$ cat src/rtl/pmg_udiv.sv
// Pipelined restoring divider, one quotient bit per stage, shared divisor
// across LANES numerators. Standalone; used twice by the top level.
module pmg_udiv #(
  parameter int LANES = 1,
  parameter int QW    = 8,
  parameter int RW    = 8,
  parameter int SW    = 1
) (
  input  logic                        clk,
  input  logic                        rst_n,
  input  logic                        en,
  input  logic                        in_valid,
  input  logic [LANES-1:0][RW-1:0]    rem_in,
  input  logic [LANES-1:0][QW-1:0]    num_in,
  input  logic [RW-1:0]               den_in,
  input  logic [SW-1:0]               side_in,
  output logic                        out_valid,
  output logic [LANES-1:0][QW-1:0]    quo_out,
  output logic [SW-1:0]               side_out
);

  logic                        vld_r  [QW];
  logic [LANES-1:0][RW-1:0]    rem_r  [QW];
  logic [LANES-1:0][QW-1:0]    num_r  [QW];
  logic [LANES-1:0][QW-1:0]    quo_r  [QW];
  logic [RW-1:0]               den_r  [QW];
  logic [SW-1:0]               side_r [QW];

  logic                        vld_nxt  [QW];
  logic [LANES-1:0][RW-1:0]    rem_nxt  [QW];
  logic [LANES-1:0][QW-1:0]    num_nxt  [QW];
  logic [LANES-1:0][QW-1:0]    quo_nxt  [QW];
  logic [RW-1:0]               den_nxt  [QW];
  logic [SW-1:0]               side_nxt [QW];

  for (genvar k = 0; k < QW; k++) begin : g_st
    logic                     v_p;
    logic [LANES-1:0][RW-1:0] rem_p;
    logic [LANES-1:0][QW-1:0] num_p;
    logic [LANES-1:0][QW-1:0] quo_p;
    logic [RW-1:0]            den_p;
    logic [SW-1:0]            side_p;

    if (k == 0) begin : g_first
      assign v_p    = in_valid;
      assign rem_p  = rem_in;
      assign num_p  = num_in;
      assign quo_p  = '0;
      assign den_p  = den_in;
      assign side_p = side_in;
    end else begin : g_next
      assign v_p    = vld_r[k-1];
      assign rem_p  = rem_r[k-1];
      assign num_p  = num_r[k-1];
      assign quo_p  = quo_r[k-1];
      assign den_p  = den_r[k-1];
      assign side_p = side_r[k-1];
    end

    for (genvar l = 0; l < LANES; l++) begin : g_lane
      logic [RW:0] rem2;
      logic [RW:0] diff;
      logic        ge;
      assign rem2 = {rem_p[l], num_p[l][QW-1-k]};
      assign diff = rem2 - {1'b0, den_p};
      assign ge   = rem2 >= {1'b0, den_p};
      assign rem_nxt[k][l] = ge ? diff[RW-1:0] : rem2[RW-1:0];
      assign quo_nxt[k][l] = (quo_p[l] << 1) | QW'(ge);
    end

    assign vld_nxt[k]  = v_p;
    assign num_nxt[k]  = num_p;
    assign den_nxt[k]  = den_p;
    assign side_nxt[k] = side_p;
  end

  always_ff @(posedge clk) begin
    if (!rst_n) begin
      for (int k = 0; k < QW; k++) vld_r[k] <= 1'b0;
    end else if (en) begin
      for (int k = 0; k < QW; k++) vld_r[k] <= vld_nxt[k];
    end
  end

  always_ff @(posedge clk) begin
    if (en) begin
      for (int k = 0; k < QW; k++) begin
        rem_r[k]  <= rem_nxt[k];
        num_r[k]  <= num_nxt[k];
        quo_r[k]  <= quo_nxt[k];
        den_r[k]  <= den_nxt[k];
        side_r[k] <= side_nxt[k];
      end
    end
  end

  assign out_valid = vld_r[QW-1];
  assign quo_out   = quo_r[QW-1];
  assign side_out  = side_r[QW-1];

endmodule

$ cat config.mk
export PLATFORM = sky130hd
export DESIGN_NAME = pmg_udiv
export DESIGN_NICKNAME = d
export VERILOG_FILES = /design/src/rtl/pmg_udiv.sv
export SDC_FILE = /design/constraint.sdc
export NUM_CORES = 1
export LEC_CHECK = 0
export BUFFER_PORTS_ARGS = -buffer_cell sky130_fd_sc_hd__buf_2
export CORE_ASPECT_RATIO = 0.7
export CORE_MARGIN = 8
export CORE_UTILIZATION = 55
export DETAILED_ROUTE_END_ITERATION = 6
export GPL_ROUTABILITY_DRIVEN = 0
export PLACE_DENSITY_LB_ADDON = 0.25
export SKIP_CTS_REPAIR_TIMING = 1
export SLEW_MARGIN = 5
export SYNTH_ARGS = -nofsm -noshare
export SYNTH_HDL_FRONTEND = slang
export SYNTH_SLANG_ARGS = --single-unit
$ cat constraint.sdc
create_clock -name clk -period 2.61 [get_ports clk]
set_clock_uncertainty 0.05 [all_clocks]
set_input_delay 0.3915 -clock clk [delete_from_list [all_inputs] [get_ports clk]]
set_output_delay 0.3915 -clock clk [all_outputs]
set_load 0.05 [all_outputs]
==> results.yml <==
outcome:
  status: "complete, no violations"
floorplanning:
  coreArea_mm2: 0.0164
  dieHeight_um: 125
  floorplan.io_pins: 39
  floorplan.initialDensity_pct: 56.6
  die-width_um: 171
  fp.dieArea_mm2: 0.0214
  floorplan.rows: 39
worst_setup_path:
  crit_end: "rem_r[6][7]$_DFFE_PP_"
  worst_setup_path_end_kind: "register"
  crit_required_ps: 2750
  worstSetupPathType: "reg2reg"
  startpoint_type: "register"
  path_max_fanout: 8
  timing.critical_path.arrival_ps: 2630
  critical_path.startpoint: "den_r[5][1]$_DFFE_PP_"
  critical_path.reg2reg.startpoint: "den_r[5][1]$_DFFE_PP_"
  critical_path.slowest_cell: "sky130_fd_sc_hd__edfxtp_1"
  crit_chain: "inv_1, ha_1, nor2b_1, o21bai_1, nand3b_1, a31oi_4, mux2_2"
  destination_of_the_worst_register_to_register_timing_path: "rem_r[6][7]$_DFFE_PP_"
  worst_r2r_path_depth: 7
  critPathMaxStageDelay_ps: 450
  ff2ff_setup_slack_ps: 120
synth:
  synth_enable_flop_cells: 191
  asyncSetResetFlopFracSynth_pct: 0
  netlist-cell-type-count: 52
  synth_largest_area_cell: "sky130_fd_sc_hd__edfxtp_1"
  postSynthCellCount: 701
  synth_top_cell_area_share_pct: 61.8
  synth_area_leaders: "sky130_fd_sc_hd__edfxtp_1 (62%), sky130_fd_sc_hd__ha_1 (8.6%), sky130_fd_sc_hd__inv_1 (4.2%)"
  synth_flop_cell: "sky130_fd_sc_hd__edfxtp_1"
  syn_nets: 801
  synth.yosys.warnings: 0
  commonest_cells_post_synth: "sky130_fd_sc_hd__edfxtp_1 (191), sky130_fd_sc_hd__inv_1 (103), sky130_fd_sc_hd__ha_1 (64)"
  synth_most_common_cell: "sky130_fd_sc_hd__edfxtp_1"
  avgSynthCellArea_um2: 13.2
  mappedNetlistArea_mm2: 0.00928
  yosysSeqAreaShare_pct: 62.0
  yosys_register_bits: 192
sta:
  final.setup.worst_slack_ps: 117
  period_share_pct: 95.5
  slew_violations: 0
  tightest_slew_ps: 506
  fin_hold_viols: 0
  fmax_ghz: 0.401
  fin_hold_ws_ps: 78.7
  fin_crit_ps: 2490
  rsz0062_at_grt: "no"
  timing.max_slew.rel_slack_pct: 66.3
  timing.final.setup_violations: 0
  final.setup.tns_ps: 0
placement:
  placed_area_mm2: 0.00983
  hpwl_um: 11700
  dp_cells: 968
  portBuffers: 38
  dp_worst_setup_slack_ps: 73.0
routing:
  post-route-drc-count: 0
  routed-via-count: 5487
  detail_route.iter0.violations: 504
  wire_per_inst_um: 16.3
  postRouteWirelength_um: 16300
  viasPerCell: 5.49
  dr.pass1.iters: 6
  detail-route-antenna-nets: 0
global_route:
  grt_antenna_before_repair: 0
  grt_util_met1_pct: 23.2
  grt_first_pass_wirelength_um: 27200
  grt_use_total_pct: 16.0
  busiest_layer: "met2"
  global_route_congestion_overflow_total: 0
  vias_in_the_first_global_route: 5451
  grt_max_degree: 63
  global_route.usage.met2_pct: 23.4
  grt_use_met3_pct: 3.70
layout:
  area_delta_synth_final_pct: 12.6
  insertedDiodeCount: 0
  layout_utilization_pct: 63.7
  finish.instance_area_mm2: 0.0105
  layout.nets: 862
  layout.filler_cells: 1235
  post_route_cells_drive_above_1_share_pct: 13.2
  stdcell_count: 1000
min_path:
  worst_hold_path_type: "in2reg"
power_and_ir_drop:
  power_density_mw_per_mm2: 963
  vdd_drop_max_v: 0.000460
  leakage_power_summed_over_all_cells_nw: 4.24
  totalPowerFinal_mw: 10.1
clocking:
  clk_transition_reported_paths_ps: 70
  worst_skew_pair.late_latency_ps: 430
  clock-sinks: 192
  h_tree_lvls: 4
  cts_made_buffers: 17
  clock-root-buffer: "sky130_fd_sc_hd__clkbuf_16"
  cts_tree: "yes"
  cts.path.max_buffers: 2
run:
  cap_viol_max_count: 0
[registers in the layout, indices dropped and copies added, names as in the netlist]
name,count
den_r,56
rem_r,56
quo_r,36
num_r,28
side_r,8
vld_r,8
[how the worst min path moves through the flow]
stage | start | to | cells after the start
3_5_place_dp | num_r[4][0]$_DFFE_PP_ | num_r[5][0]$_DFFE_PP_ | 0
5_1_grt | num_in[3] | num_r[0][3]$_DFFE_PP_ | 1
3_3_place_gp | quo_r[1][16]$_DFFE_PP_ | quo_r[1][25]$_DFFE_PP_ | 0
2_1_floorplan | num_r[0][0]$_DFFE_PP_ | num_r[1][0]$_DFFE_PP_ | 0
4_1_cts | num_in[0] | num_r[0][0]$_DFFE_PP_ | 1
6_report | num_in[0] | num_r[0][0]$_DFFE_PP_ | 1
[report_power, final]
part / switching (mW) / total, mW / leakage [nW] / internal, mW
clock: 1.26 / 2.65 / 0.299 / 1.39
combinational: 1.70 / 3.07 / 2.06 / 1.36
sequential: 0.231 / 4.35 / 1.88 / 4.12
total: 3.19 / 10.1 / 4.24 / 6.87
[critical path, delay by kind of cell, from the launching register on]
kind	cells	cell delay, ps
AND/OR/NAND/NOR	2	380
multiplexers	1	380
adder cells (fa/ha/maj)	1	240
flip-flops	1	450
buffers and inverters	1	80
AO/OA/AOI/OAI	2	660
[per-layer routing]
metal | share of wire [%] | vias up
li1 | - | 2694
met1 | 50 | 2637
met2 | 45 | 138
met3 | 4.4 | 18
met4 | 1.2 | 0
met5 | 0 | -
[logic make-up (layout without fill, tap and decap cells)]
family                   after synthesis  count (layout)  synth area share, %
flip-flops                           192             192                 62.0
AO/OA/AOI/OAI                        149             149                 11.0
AND/OR/NAND/NOR                      128             128                 6.77
buffers and inverters                107             181                 4.34
adder cells (fa/ha/maj)               71              71                 10.1
multiplexers                          29              29                 3.36
XOR/XNOR                              25              25                 2.36
[cell type report]
type                            instances  area [um2]  share of cell area, %
Sequential cell                       192        5760                   55.1
Multi-Input combinational cell        402        3130                   30.0
Clock buffer                           17         425                   4.07
Inverter                              103         387                   3.70
Timing Repair Buffer                   46         282                   2.69
Tap cell                              225         282                   2.69
Clock inverter                         15         190                   1.82
[placed cells by master (no fill, tap or decap), types with 8 or more instances in the layout]
cell and count:
sky130_fd_sc_hd__nand3_1 8, sky130_fd_sc_hd__buf_2 37, sky130_fd_sc_hd__mux2i_1 12, sky130_fd_sc_hd__a21oi_1 29, sky130_fd_sc_hd__mux2_2 17, sky130_fd_sc_hd__nand2_1 40, sky130_fd_sc_hd__inv_1 103, sky130_fd_sc_hd__o31ai_1 9
sky130_fd_sc_hd__nor2_1 21, sky130_fd_sc_hd__edfxtp_1 191, sky130_fd_sc_hd__o21a_1 27, sky130_fd_sc_hd__o21ai_0 30, sky130_fd_sc_hd__a21o_1 11, sky130_fd_sc_hd__nor3_1 14, sky130_fd_sc_hd__and3_1 8, sky130_fd_sc_hd__clkbuf_16 17
sky130_fd_sc_hd__xnor2_1 19, sky130_fd_sc_hd__nor2b_1 18, sky130_fd_sc_hd__ha_1 64
Note: power is estimated with default switching activity, not from simulation.
